File: config.mk
export PLATFORM = sky130hd
export DESIGN_NAME = tbb_reduce
export DESIGN_NICKNAME = d
export VERILOG_FILES = /design/src/design/tbb_pkg.sv /design/src/design/tbb_reduce.sv
export SDC_FILE = /design/constraint.sdc
export NUM_CORES = 2
export LEC_CHECK = 0
export BUFFER_PORTS_ARGS = -buffer_cell sky130_fd_sc_hd__buf_2
export CAP_MARGIN = 20
export CORE_AREA = 5 5 552 554
export CTS_BUF_LIST = sky130_fd_sc_hd__clkbuf_16
export CTS_CLUSTER_SIZE = 28
export DETAILED_ROUTE_END_ITERATION = 12
export DIE_AREA = 0 0 557 559
export MAX_ROUTING_LAYER = met4
export SYNTH_ARGS = -nofsm -noshare
export SYNTH_HDL_FRONTEND = slang
export SYNTH_SLANG_ARGS = --single-unit
export TNS_END_PERCENT = 50
File: constraint.sdc
create_clock -name clock -period 7.2 [get_ports clock]
set_input_delay 1.44 -clock clock [delete_from_list [all_inputs] [get_ports clock]]
set_output_delay 1.44 -clock clock [all_outputs]
set_load 0.01 [all_outputs]
File: src/design/tbb_pkg.sv
package tbb_pkg;

   localparam int FRAC_BITS = 16;

   localparam int Q_W   = 32;
   localparam int PROD_W = 2 * Q_W;
   localparam int SH_W  = PROD_W - FRAC_BITS;
   localparam int SUM_W = SH_W + 2;
   localparam int SIZE_W = 31;

   typedef logic signed [Q_W-1:0]    q_type;
   typedef logic signed [PROD_W-1:0] prod_type;
   typedef logic signed [SH_W-1:0]   sh_type;
   typedef logic signed [SUM_W-1:0]  sum_type;
   typedef logic        [SIZE_W-1:0] size_type;

   localparam q_type Q_MAX = {1'b0, {(Q_W-1){1'b1}}};
   localparam q_type Q_MIN = {1'b1, {(Q_W-1){1'b0}}};

   localparam size_type SIZE_RESET = SIZE_W'(1 << FRAC_BITS);

   typedef enum logic [2:0] {
      REG_OFFSET_X = 3'd0,
      REG_OFFSET_Y = 3'd1,
      REG_OFFSET_Z = 3'd2,
      REG_SIZE_X   = 3'd3,
      REG_SIZE_Y   = 3'd4,
      REG_SIZE_Z   = 3'd5
   } reg_index_type;

   // low and high face coordinate of the box along one axis
   typedef struct packed {
      q_type lo;
      q_type hi;
   } corner_type;

   // clamp to the 32-bit signed range
   function automatic q_type sat_q(input sum_type v);
      if (v > sum_type'(Q_MAX)) begin
         return Q_MAX;
      end else if (v < sum_type'(Q_MIN)) begin
         return Q_MIN;
      end else begin
         return v[Q_W-1:0];
      end
   endfunction

endpackage

File: src/design/tbb_reduce.sv
module tbb_reduce (
   input  logic                          clock,
   input  logic                          reset,
   input  logic                          valid_in,
   input  tbb_pkg::prod_type [2:0][2:0]  prod_lo,
   input  tbb_pkg::prod_type [2:0][2:0]  prod_hi,
   input  tbb_pkg::q_type [2:0]          trans,
   output logic                          valid_out,
   output tbb_pkg::q_type [2:0]          bound_min,
   output tbb_pkg::q_type [2:0]          bound_max
);
   import tbb_pkg::*;

   logic s3_valid_ff, s4_valid_ff, s5_valid_ff;
   sh_type  [2:0][2:0] s3_min_ff, s3_max_ff;
   q_type   [2:0]      s3_trans_ff;
   sum_type [2:0]      s4_min_a_ff, s4_min_b_ff, s4_max_a_ff, s4_max_b_ff;
   q_type   [2:0]      min_ff, max_ff;
   prod_type [2:0][2:0] pick_lo, pick_hi;

   always_ff @(posedge clock) begin
      if (reset) begin
         s3_valid_ff <= 1'b0;
         s4_valid_ff <= 1'b0;
         s5_valid_ff <= 1'b0;
      end else begin
         s3_valid_ff <= valid_in;
         s4_valid_ff <= s3_valid_ff;
         s5_valid_ff <= s4_valid_ff;
      end
   end

   // Each term depends on one face choice, so the corner extremes are
   // the sums of per-term extremes. Floor scaling keeps the order.
   always_comb begin
      for (int r = 0; r < 3; r++) begin
         for (int k = 0; k < 3; k++) begin
            if (prod_lo[r][k] < prod_hi[r][k]) begin
               pick_lo[r][k] = prod_lo[r][k];
               pick_hi[r][k] = prod_hi[r][k];
            end else begin
               pick_lo[r][k] = prod_hi[r][k];
               pick_hi[r][k] = prod_lo[r][k];
            end
         end
      end
   end

   always_ff @(posedge clock) begin
      for (int r = 0; r < 3; r++) begin
         for (int k = 0; k < 3; k++) begin
            s3_min_ff[r][k] <= pick_lo[r][k][PROD_W-1:FRAC_BITS];
            s3_max_ff[r][k] <= pick_hi[r][k][PROD_W-1:FRAC_BITS];
         end
         s3_trans_ff[r] <= trans[r];
      end
   end

   always_ff @(posedge clock) begin
      for (int r = 0; r < 3; r++) begin
         s4_min_a_ff[r] <= sum_type'(s3_min_ff[r][0]) + sum_type'(s3_min_ff[r][1]);
         s4_min_b_ff[r] <= sum_type'(s3_min_ff[r][2]) + sum_type'(s3_trans_ff[r]);
         s4_max_a_ff[r] <= sum_type'(s3_max_ff[r][0]) + sum_type'(s3_max_ff[r][1]);
         s4_max_b_ff[r] <= sum_type'(s3_max_ff[r][2]) + sum_type'(s3_trans_ff[r]);
      end
   end

   always_ff @(posedge clock) begin
      for (int r = 0; r < 3; r++) begin
         min_ff[r] <= sat_q(s4_min_a_ff[r] + s4_min_b_ff[r]);
         max_ff[r] <= sat_q(s4_max_a_ff[r] + s4_max_b_ff[r]);
      end
   end

   assign valid_out = s5_valid_ff;
   assign bound_min = min_ff;
   assign bound_max = max_ff;

`ifndef SYNTHESIS
   a_valid_delay: assert property (@(posedge clock) disable iff (reset)
      s5_valid_ff |-> $past(valid_in, 3))
      else $error("result strobe without an item three stages back");
   a_order: assert property (@(posedge clock) disable iff (reset)
      s5_valid_ff |-> (min_ff[0] <= max_ff[0]) && (min_ff[1] <= max_ff[1])
                      && (min_ff[2] <= max_ff[2]))
      else $error("lower bound above upper bound");
`endif

endmodule

==> summary.txt <==
Run status
  – Run status: finished, final reports clean

Final layout
  – Most frequent cells in the layout: 1743 x dfxtp_1, 1443 x buf_2, 1436 x ha_1
  – Most common cell after layout, fill and taps aside: dfxtp_1
  – Layout cell share with drive strength beyond 1: about a fifth
  – Non-filler cells, final: 17500
  – Final Util: 42.6%
  – # fillers: 29600
  – Area grow syn2layout: 17.6%
  – Layout net count: 15900
  – Post-route cell area: 127000 µm²

Power
  – Internal: ~30 mW
  – Switching Fraction: between 40% and 50%
  – Clock power frac: 19.9%
  – Final Power: about 54 mW
  – Comb power frac: between 50% and 60%
  – Leak: 59.9 nW
  – Worst VDD drop: 0.271 mV
  – Sequential Power Share: 27.0%
  – Psw: 23.4 mW
  – Pwr Density: 423 nW/µm²

Clock network
  – H-tree levels: 4
  – Post-CTS sizing: 0
  – Clk_lat worst skew: ~870 ps
  – Worst-path clk slew: 60 ps
  – CTS tree: done
  – CTS buffer count: 204
  – Maximum clock path buffer count: 4
  – Post-CTS Hold Fix Bufs: 0
  – CTS Sinks: 1743
  – Setup Fix Bufs, Post-CTS: 0
  – Root Buffer: clkbuf_16

Critical path
  – Setup crit start: s4_max_b_ff[50]$_DFF_P_
  – Crit path buffers/inverters: 2
  – CP max FO: 31
  – CP required: 7950 ps
  – Slowest cell on crit path: nor3_1
  – R2r endpoint: bound_max[59]$_SDFF_PN1_
  – Worst path depth: 17
  – Critical path's top delay family: simple AND/OR/NAND/NOR gates
  – Crit path to: bound_max[59]$_SDFF_PN1_
  – CP endpoint kind: flop
  – Worst-path cell chain: ha_1, inv_1, fa_1, nor2b_1, o31a_1, o211ai_1, a21oi_1, nor4_1, nor3_1, a211oi_1, xnor2_1, nand3_1, or3_1, or4_1, o31ai_4, buf_4, a21o_1
  – Setup crit start kind: flop
  – Worst reg2reg path startpoint: s4_max_b_ff[50]$_DFF_P_
  – Worst R2R Setup Slack: 1530 ps
  – Crit path kind: reg2reg
  – Reg2reg path depth: 17
  – CP peak stage delay: 580 ps
  – CP arrival: 6420 ps

Route
  – Drt via density: 5.37
  – DRT Pass-1 Iters: 6
  – Number of remaining DRC errors: 0
  – WL/cell: 22.9 µm
  – Via count: 94000
  – WL final: 400000 µm
  – Iter 0 DRT Violations: 6474
  – Routed Antenna Nets: 0

Global routing
  – Gr usage total: between 20% and 30%
  – Vias in the first global route: 90000
  – Largest net degree at the start of global routing: roughly 170
  – Initial antenna violation count: 201
  – Gr ovfl total: 0
  – First-pass GRT wire length: 578000 µm

Placement
  – Inst Count DP: 16900
  – Dpl cell area: approximately 120000 µm²
  – Dpl ws: 1250 ps
  – DPL Wire Length: 331000 µm
  – GPL Wtd Cong: 0.965
  – IO Port Bufs: 1443

Die
  – DIE AREA: a little over 300000 µm²
  – DIE WIDTH: 557 µm
  – Ports: 1444
  – Starting Density: 36.2%
  – Die H: 559 µm
  – Core region area: 299000 µm²
  – Rows: 201

Logic synthesis
  – Post-synth top area share: roughly a third
  – Number of synthesized flops with an enable pin: 0
  – Syn Inst Count: about 12000
  – #FFs+latches synth: around 1700
  – Synth area leaders: dfxtp_1 32%, ha_1 17%, mux2_2 8.0%
  – Syn. warnings: 0
  – Area leader, netlist: dfxtp_1
  – Synth Area per Inst: 9.14 µm²
  – Syn nets: 14500
  – Synthesized area: 108000 µm²
  – Synth unique cells: 98
  – Sequential-to-total area share from yosys stat: 32.2%
  – Ys async rst share: 0%
  – Top FF cell, synth: dfxtp_1

Timing
  – Final period utilization: 78.8%
  – Setup violators final: 0
  – Max Freq: between 0.15 and 0.2 GHz
  – Worst slew margin: 18.8%
  – Max-slew violations: 0
  – Final worst path period need: approximately 5700 ps
  – PnR worst setup slack: around 1500 ps
  – Worst-Margin Slew: 1210 ps
  – Worst hold margin: 431 ps
  – Unrepaired setup endpoints after global routing: false
  – Final Hold Violating Endpoints: 0
  – TNS Setup: 0 ps
  – Clock Skews: 44.8 ps

Run
  – Max Cap Viol: 0

Worst hold path
  – Hold crit path type: reg2reg
==> power by group through the flow <==
stage | Combinational, mW | Clock [mW] | Sequential (mW)
2_1_floorplan | 20.2 | 0 | 13.7
3_3_place_gp | 28.1 | 0 | 14.7
3_5_place_dp | 28.1 | 0 | 14.6
4_1_cts | 28.3 | 10.9 | 14.5
5_1_grt | 31.4 | 11.3 | 14.7
6_report | 28.6 | 10.7 | 14.5
==> routing by layer <==
layer,vias up,GRT usage [%],routed length [µm]
met2,2973,38.8,178000
met1,44400,32.3,178000
met5,-,-,0
met3,588,4.72,28400
li1,46100,-,-
met4,0,9.45,15800
==> worst register-to-register path, delay by kind of cell, from the launching register on <==
family                   cells  cell delay, ps
buffers and inverters        2             460
AO/OA/AOI/OAI                6            1700
adder cells (fa/ha/maj)      2             690
AND/OR/NAND/NOR              6            1970
XOR/XNOR                     1             270
flip-flops                   1             490
==> cell usage after synthesis, types with 98 or more instances <==
library cell	number
inv_1	894
xnor2_1	506
xor2_1	265
o21a_1	114
clkbuf_1	356
nor2b_1	204
o211ai_1	242
nor3_1	98
nor2_1	500
ha_1	1437
mux2_2	766
a21o_1	715
o21bai_1	122
nand4_1	425
dfxtp_1	1743
o21ai_0	601
nand3_1	169
o31a_1	104
nand2_1	491
a21oi_1	968
nand2b_1	168
==> registers in the layout (all words and copies together) (netlist names) <==
name / flops
s3_max_ff: 432
s3_min_ff: 432
s4_max_a_ff: 147
s4_max_b_ff: 147
s4_min_a_ff: 147
s4_min_b_ff: 147
bound_max: 96
bound_min: 96
s3_trans_ff: 96
s3_valid_ff: 1
s4_valid_ff: 1
valid_out: 1
==> cell type report <==
cell class	count	area, µm²	share of cell area, %
multi-input combinational	8826	68800	54.0
sequential	1743	34900	27.4
timing repair buffer	1530	8030	6.31
clock buffer	208	5200	4.09
tap	3958	4950	3.89
inverter	894	3360	2.64
clock inverter	161	1640	1.28
antenna	177	443	0.348
==> cells by family (layout without fill, tap and decap cells) <==
| kind of cell | count (synthesis) | in the layout | share of synthesized area, % |
|---|---|---|---|
| multiplexers | 774 | 774 | 8.04 |
| buffers and inverters | 1273 | 2793 | 4.46 |
| AND/OR/NAND/NOR | 2380 | 2380 | 11.3 |
| XOR/XNOR | 771 | 771 | 6.24 |
| flip-flops | 1743 | 1743 | 32.2 |
| other | 0 | 177 | 0 |
| AO/OA/AOI/OAI | 3446 | 3446 | 20.7 |
| adder cells (fa/ha/maj) | 1455 | 1455 | 16.9 |
==> how the worst min path moves through the flow <==
stage                                start                endpoint  slack (ps)  cells past startpoint
floorplan           s3_valid_ff$_SDFF_PP0_  s4_valid_ff$_SDFF_PP0_         410                      1
global placement    s4_valid_ff$_SDFF_PP0_    valid_out$_SDFF_PP0_         420                      1
detailed placement   s3_max_ff[48]$_DFF_P_  s4_max_a_ff[0]$_DFF_P_         430                      1
CTS                 s4_valid_ff$_SDFF_PP0_    valid_out$_SDFF_PP0_         430                      1
global route        s4_valid_ff$_SDFF_PP0_    valid_out$_SDFF_PP0_         450                      1
finish              s4_valid_ff$_SDFF_PP0_    valid_out$_SDFF_PP0_         430                      1
(Power assumes the default switching activity.)
