`src/design/tbb_pkg.sv`:
```
package tbb_pkg;

   localparam int FRAC_BITS = 16;

   localparam int Q_W   = 32;
   localparam int PROD_W = 2 * Q_W;
   localparam int SH_W  = PROD_W - FRAC_BITS;
   localparam int SUM_W = SH_W + 2;
   localparam int SIZE_W = 31;

   typedef logic signed [Q_W-1:0]    q_type;
   typedef logic signed [PROD_W-1:0] prod_type;
   typedef logic signed [SH_W-1:0]   sh_type;
   typedef logic signed [SUM_W-1:0]  sum_type;
   typedef logic        [SIZE_W-1:0] size_type;

   localparam q_type Q_MAX = {1'b0, {(Q_W-1){1'b1}}};
   localparam q_type Q_MIN = {1'b1, {(Q_W-1){1'b0}}};

   localparam size_type SIZE_RESET = SIZE_W'(1 << FRAC_BITS);

   typedef enum logic [2:0] {
      REG_OFFSET_X = 3'd0,
      REG_OFFSET_Y = 3'd1,
      REG_OFFSET_Z = 3'd2,
      REG_SIZE_X   = 3'd3,
      REG_SIZE_Y   = 3'd4,
      REG_SIZE_Z   = 3'd5
   } reg_index_type;

   // low and high face coordinate of the box along one axis
   typedef struct packed {
      q_type lo;
      q_type hi;
   } corner_type;

   // clamp to the 32-bit signed range
   function automatic q_type sat_q(input sum_type v);
      if (v > sum_type'(Q_MAX)) begin
         return Q_MAX;
      end else if (v < sum_type'(Q_MIN)) begin
         return Q_MIN;
      end else begin
         return v[Q_W-1:0];
      end
   endfunction

endpackage

```
`src/design/tbb_csr.sv`:
```
module tbb_csr (
   input  logic                      clock,
   input  logic                      reset,
   input  logic                      csr_valid,
   output logic                      csr_ready,
   input  logic [2:0]                csr_index,
   input  logic [31:0]               csr_wdata,
   output tbb_pkg::corner_type [2:0] corners
);
   import tbb_pkg::*;

   q_type    offset_ff [3];
   size_type size_ff   [3];
   logic     ready_ff;

   always_ff @(posedge clock) begin
      if (reset) begin
         ready_ff <= 1'b0;
         for (int a = 0; a < 3; a++) begin
            offset_ff[a] <= '0;
            size_ff[a]   <= SIZE_RESET;
         end
      end else begin
         ready_ff <= 1'b1;
         if (csr_valid && ready_ff) begin
            unique case (csr_index)
               REG_OFFSET_X: offset_ff[0] <= csr_wdata;
               REG_OFFSET_Y: offset_ff[1] <= csr_wdata;
               REG_OFFSET_Z: offset_ff[2] <= csr_wdata;
               REG_SIZE_X:   size_ff[0]   <= csr_wdata[SIZE_W-1:0];
               REG_SIZE_Y:   size_ff[1]   <= csr_wdata[SIZE_W-1:0];
               REG_SIZE_Z:   size_ff[2]   <= csr_wdata[SIZE_W-1:0];
               default: ;
            endcase
         end
      end
   end

   assign csr_ready = ready_ff;

   // faces at offset -/+ half side, half side truncated
   always_comb begin
      for (int a = 0; a < 3; a++) begin
         corners[a].lo = sat_q(sum_type'(offset_ff[a])
                               - sum_type'({1'b0, size_ff[a][SIZE_W-1:1]}));
         corners[a].hi = sat_q(sum_type'(offset_ff[a])
                               + sum_type'({1'b0, size_ff[a][SIZE_W-1:1]}));
      end
   end

endmodule

```
`config.mk`:
```
export PLATFORM = sky130hd
export DESIGN_NAME = tbb_csr
export DESIGN_NICKNAME = d
export VERILOG_FILES = /design/src/design/tbb_pkg.sv /design/src/design/tbb_csr.sv
export SDC_FILE = /design/constraint.sdc
export NUM_CORES = 1
export LEC_CHECK = 0
export BUFFER_PORTS_ARGS = -buffer_cell sky130_fd_sc_hd__buf_4
export CELL_PAD_IN_SITES_DETAIL_PLACEMENT = 1
export CELL_PAD_IN_SITES_GLOBAL_PLACEMENT = 2
export CORE_MARGIN = 8
export CORE_UTILIZATION = 39
export DETAILED_ROUTE_END_ITERATION = 10
export GPL_ROUTABILITY_DRIVEN = 0
export MAX_ROUTING_LAYER = met4
export PLACE_DENSITY_LB_ADDON = 0.1
export SLEW_MARGIN = 20
export SYNTH_ARGS = -nofsm -noshare
export SYNTH_HDL_FRONTEND = slang
export SYNTH_SLANG_ARGS = --single-unit
```
`constraint.sdc`:
```
create_clock -name clock -period 7.67 [get_ports clock]
set_input_delay 0.3835 -clock clock [delete_from_list [all_inputs] [get_ports clock]]
set_output_delay 0.3835 -clock clock [all_outputs]
set_load 0.02 [all_outputs]
```
==> summary.md <==
| Metric | Value |
|---|---|
| Result of the run | completed |
| Setup repair after global routing missed its margin | no |
| Number of instances in the synthesized netlist | roughly 2.1k |
| Clock Pin Slew Worst Setup and Hold Paths | roughly 80 ps |
| Final Hold Vio Count | 0 |
| Largest net degree at the start of global routing | 33 |
| Area taken by flip-flops and latches | 0.00561 mm² |
| Startpoint Class | flip-flop |
| Total number of nets in the final design | approximately 2.5k |
| Routed len/inst | 23.1 µm |
| Sequential share of the synthesized area | around 32% |
| Cell accounting for the most synthesized area | sky130_fd_sc_hd__edfxtp_1 |
| Layout area overhead | 16.1% |
| Global-route wire length before repair | around 100,000 µm |
| Maximum vdd drop | 0.143 mV |
| Clock network latency to the later pin of the worst-skew pair | 440 ps |
| DIE HEIGHT | between 200 and 250 µm |
| Peak Freq | 195 MHz |
| Endpoint of the lowest-slack register-to-register path | offset_ff[0][65]$_DFFE_PP_ |
| Worst reg2reg setup slack | roughly 5500 ps |
| Final ANT Viol Nets | 0 |
| Power density normalized to cell area | around 170 mW/mm² |
| Arrival time of the worst setup path | roughly 4800 ps |
| Filler cells | ~5.3k |
| Post-CTS Hold Buffers | 0 |
| Total of cells resized after clock tree synthesis | 0 |
| Standby leakage power | slightly below 9 nW |
| Antenna violations before repair | 8 |
| Data required time of the worst path | about 7300 ps |
| Final period demand of the worst path | slightly above 5000 ps |
| Number of global-route vias before repair | approximately 17k |
| Clock sink total | 187 |
| Post-synth top flop | sky130_fd_sc_hd__edfxtp_1 |
| Worst-case reg-to-reg path depth | 4 |
| Post-synthesis cell type count | 80 |
| Number of warnings reported in the yosys synthesis log | 0 |
| Startpoint of the worst-slack reg-to-reg timing path | csr_ready$_DFF_P_ |
| Cell count of the worst hold path | 2 |
| Async set-or-reset flop fraction in the synthesized netlist | 0% |
| Starting Density | between 30% and 40% |
| # Post-CTS Setup Buffers | 0 |
| HPWL Detailed | around 54,000 µm |
| Utilization of the core after routing | approximately 46% |
| Footprint of the multi-input gates | 0.0108 mm² |
| Gr usage total | about 25% |
| Post-synthesis instance area | roughly 0.018 mm² |
| Reported max-cap violation count | 0 |
| Flops & latches, synth | 187 |
| CTS Buffer Depth | 2 |
| GR Overflow Total | 0 |
| Number of enable flip-flop cells after synthesis | 186 |
| Max_slew headroom | ~30% |
| Accumulated negative setup slack | 0 ps |
| Syn_area_per_cell | around 8.4 µm² |
| Overall via count from detail_route | around 16k |
| Period utilization | between 60% and 70% |
| I/O pin count | ~230 |
| Max-slew violation count | 0 |
| Syn nets | 2,300 |
| HP Class | in2reg |
| Inserted Diodes | 0 |
| Die outline width | 228 µm |
| Hold Crit Start | reset |
| Type of element capturing the critical path | primary output |
| Cell row count | 77 |
| Number of violations reported at the end of detailed-routing iteration 0 | around 1.2k |
| Slew @ Worst Pin | between 1000 and 1500 ps |
| Final Skew | between 8 and 9 ps |
| TritonCTS clock tree | yes |
| Per-cell via count in the routed design | around 5.7 |
| Fraction of layout cells with a size suffix above 1 | 14.2% |
| Clock root cell | sky130_fd_sc_hd__clkbuf_16 |
| Area share of the largest cell type after synthesis | 31.9% |
| Destination of the worst hold path | csr_ready$_DFF_P_ |
| Count of unresolved DRC violations after routing | 0 |
| Critical path type | reg2out |
| Leading post-synthesis cells by cell area | sky130_fd_sc_hd__edfxtp_1, sky130_fd_sc_hd__ha_1, sky130_fd_sc_hd__a21oi_1 |
| Core outline area | 0.0443 mm² |
| Count of H-tree levels built during CTS | 4 |
| IO Port Bufs | between 200 and 250 |
| Total CTS buffers | 17 |
| Most common cell after layout, fill and taps aside | sky130_fd_sc_hd__buf_4 |
| Commonest non-fill, non-tap cells in the layout | sky130_fd_sc_hd__buf_4, sky130_fd_sc_hd__a21oi_1, sky130_fd_sc_hd__nor2_1, sky130_fd_sc_hd__inv_1, sky130_fd_sc_hd__edfxtp_1 |
| Final setup violating endpoints | 0 |
| Area of the die | roughly 0.052 mm² |
| First drt pass iteration count | 5 |
| Peak fanout along the critical path | 30 |
| Routed Wire Length | around 66,000 µm |
==> sequential cells by signal, summed over array words and instances (netlist names) <==
name and count:
csr_ready 1, offset_ff 96, size_ff 90
==> power by group <==
group          switching (mW)  internal [mW]  leakage, nW  total, mW
sequential             0.0312           1.16         2.00       1.19
combinational           0.771          0.465         6.59       1.24
clock                   0.433          0.502        0.308      0.934
total                    1.23           2.13         8.90       3.36
==> through the flow <==
| stage | power [mW] | hold slack [ps] | setup slack [ps] | instance area [µm²] | instances |
|---|---|---|---|---|---|
| floorplan | 1.97 | 508 | 3230 | 17500 | 2076 |
| global placement | 2.44 | 784 | 3090 | 19700 | 2806 |
| detailed placement | 2.45 | 809 | 3090 | 19700 | 2806 |
| CTS | 3.38 | 336 | 2570 | 20300 | 2838 |
| global route | 3.51 | 362 | 2160 | 20300 | 2839 |
| finish | 3.36 | 368 | 2540 | 20300 | 2839 |
==> synth_stat cells, types with 6 or more instances <==
master / n
sky130_fd_sc_hd__nor3_1: 32
sky130_fd_sc_hd__o211ai_1: 9
sky130_fd_sc_hd__o21a_1: 8
sky130_fd_sc_hd__edfxtp_1: 186
sky130_fd_sc_hd__a31oi_1: 20
sky130_fd_sc_hd__and3_1: 10
sky130_fd_sc_hd__inv_1: 191
sky130_fd_sc_hd__a21o_1: 44
sky130_fd_sc_hd__nor2b_1: 34
sky130_fd_sc_hd__nor4_1: 24
sky130_fd_sc_hd__a21oi_1: 231
sky130_fd_sc_hd__nand4_1: 17
sky130_fd_sc_hd__o31ai_1: 28
sky130_fd_sc_hd__o21ai_0: 129
sky130_fd_sc_hd__o21ai_2: 6
sky130_fd_sc_hd__nand3_1: 29
sky130_fd_sc_hd__nand2b_1: 29
sky130_fd_sc_hd__a221oi_1: 7
sky130_fd_sc_hd__a21boi_0: 6
sky130_fd_sc_hd__clkbuf_1: 63
sky130_fd_sc_hd__fa_1: 6
sky130_fd_sc_hd__ha_1: 180
sky130_fd_sc_hd__nand2_1: 130
sky130_fd_sc_hd__nor2_1: 203
sky130_fd_sc_hd__xnor2_1: 129
sky130_fd_sc_hd__buf_2: 29
sky130_fd_sc_hd__or3_1: 13
sky130_fd_sc_hd__buf_1: 7
sky130_fd_sc_hd__a211oi_1: 24
sky130_fd_sc_hd__a211o_1: 6
sky130_fd_sc_hd__xor2_1: 20
sky130_fd_sc_hd__or2_2: 10
sky130_fd_sc_hd__and2_1: 68
sky130_fd_sc_hd__o21bai_1: 43
==> layer usage <==
metal / GRT usage (%) / up-vias / share of wire, %
met5: - / - / 0
li1: - / 7675 / -
met1: 34.4 / 7947 / 48
met4: 6.54 / 0 / 2.4
met2: 38.1 / 512 / 44
met3: 3.77 / 65 / 5.5
==> kinds of logic (layout without fill, tap and decap cells) <==
family / count (synthesis) / after routing / synth area share, %
AO/OA/AOI/OAI: 635 / 635 / 22.9
AND/OR/NAND/NOR: 620 / 620 / 17.2
buffers and inverters: 295 / 466 / 6.68
adder cells (fa/ha/maj): 188 / 188 / 13.7
flip-flops: 187 / 187 / 32.0
XOR/XNOR: 149 / 149 / 7.45
multiplexers: 2 / 2 / 0.114
==> critical path, cell delays in order (launching register included) <==
cell and delay [ps]:
sky130_fd_sc_hd__edfxtp_1 390, sky130_fd_sc_hd__inv_1 60, sky130_fd_sc_hd__ha_1 490, sky130_fd_sc_hd__clkinv_1 340, sky130_fd_sc_hd__a221oi_1 550, sky130_fd_sc_hd__a21oi_1 130
sky130_fd_sc_hd__a21oi_1 300, sky130_fd_sc_hd__a31oi_1 250, sky130_fd_sc_hd__a21boi_1 300, sky130_fd_sc_hd__a2111o_1 130, sky130_fd_sc_hd__o31a_1 830, sky130_fd_sc_hd__nand3_1 280
sky130_fd_sc_hd__buf_4 260
==> how the worst max path moves through the flow <==
| stage | slack (ps) | endpoint | cells after the start | start |
|---|---|---|---|---|
| floorplan | 3230 | offset_ff[0][64]$_DFFE_PP_ | 2 | csr_ready$_DFF_P_ |
| global placement | 3090 | corners[84] | 11 | offset_ff[0][47]$_DFFE_PP_ |
| detailed placement | 3090 | corners[83] | 11 | size_ff[0][39]$_DFFE_PP_ |
| CTS | 2570 | corners[83] | 11 | size_ff[0][39]$_DFFE_PP_ |
| global route | 2160 | corners[88] | 12 | size_ff[0][47]$_DFFE_PP_ |
| finish | 2540 | corners[83] | 12 | size_ff[0][47]$_DFFE_PP_ |
==> cell type report <==
class | count | share of cell area (%)
clock buffers | 17 | 2.09
clock inverters | 15 | 0.972
inverters | 192 | 3.54
multi-input cells | 1594 | 53.2
flip-flops and latches | 187 | 27.6
well taps | 592 | 3.64
repair buffers | 242 | 8.95
No activity file was read; power rests on OpenSTA's default activity.
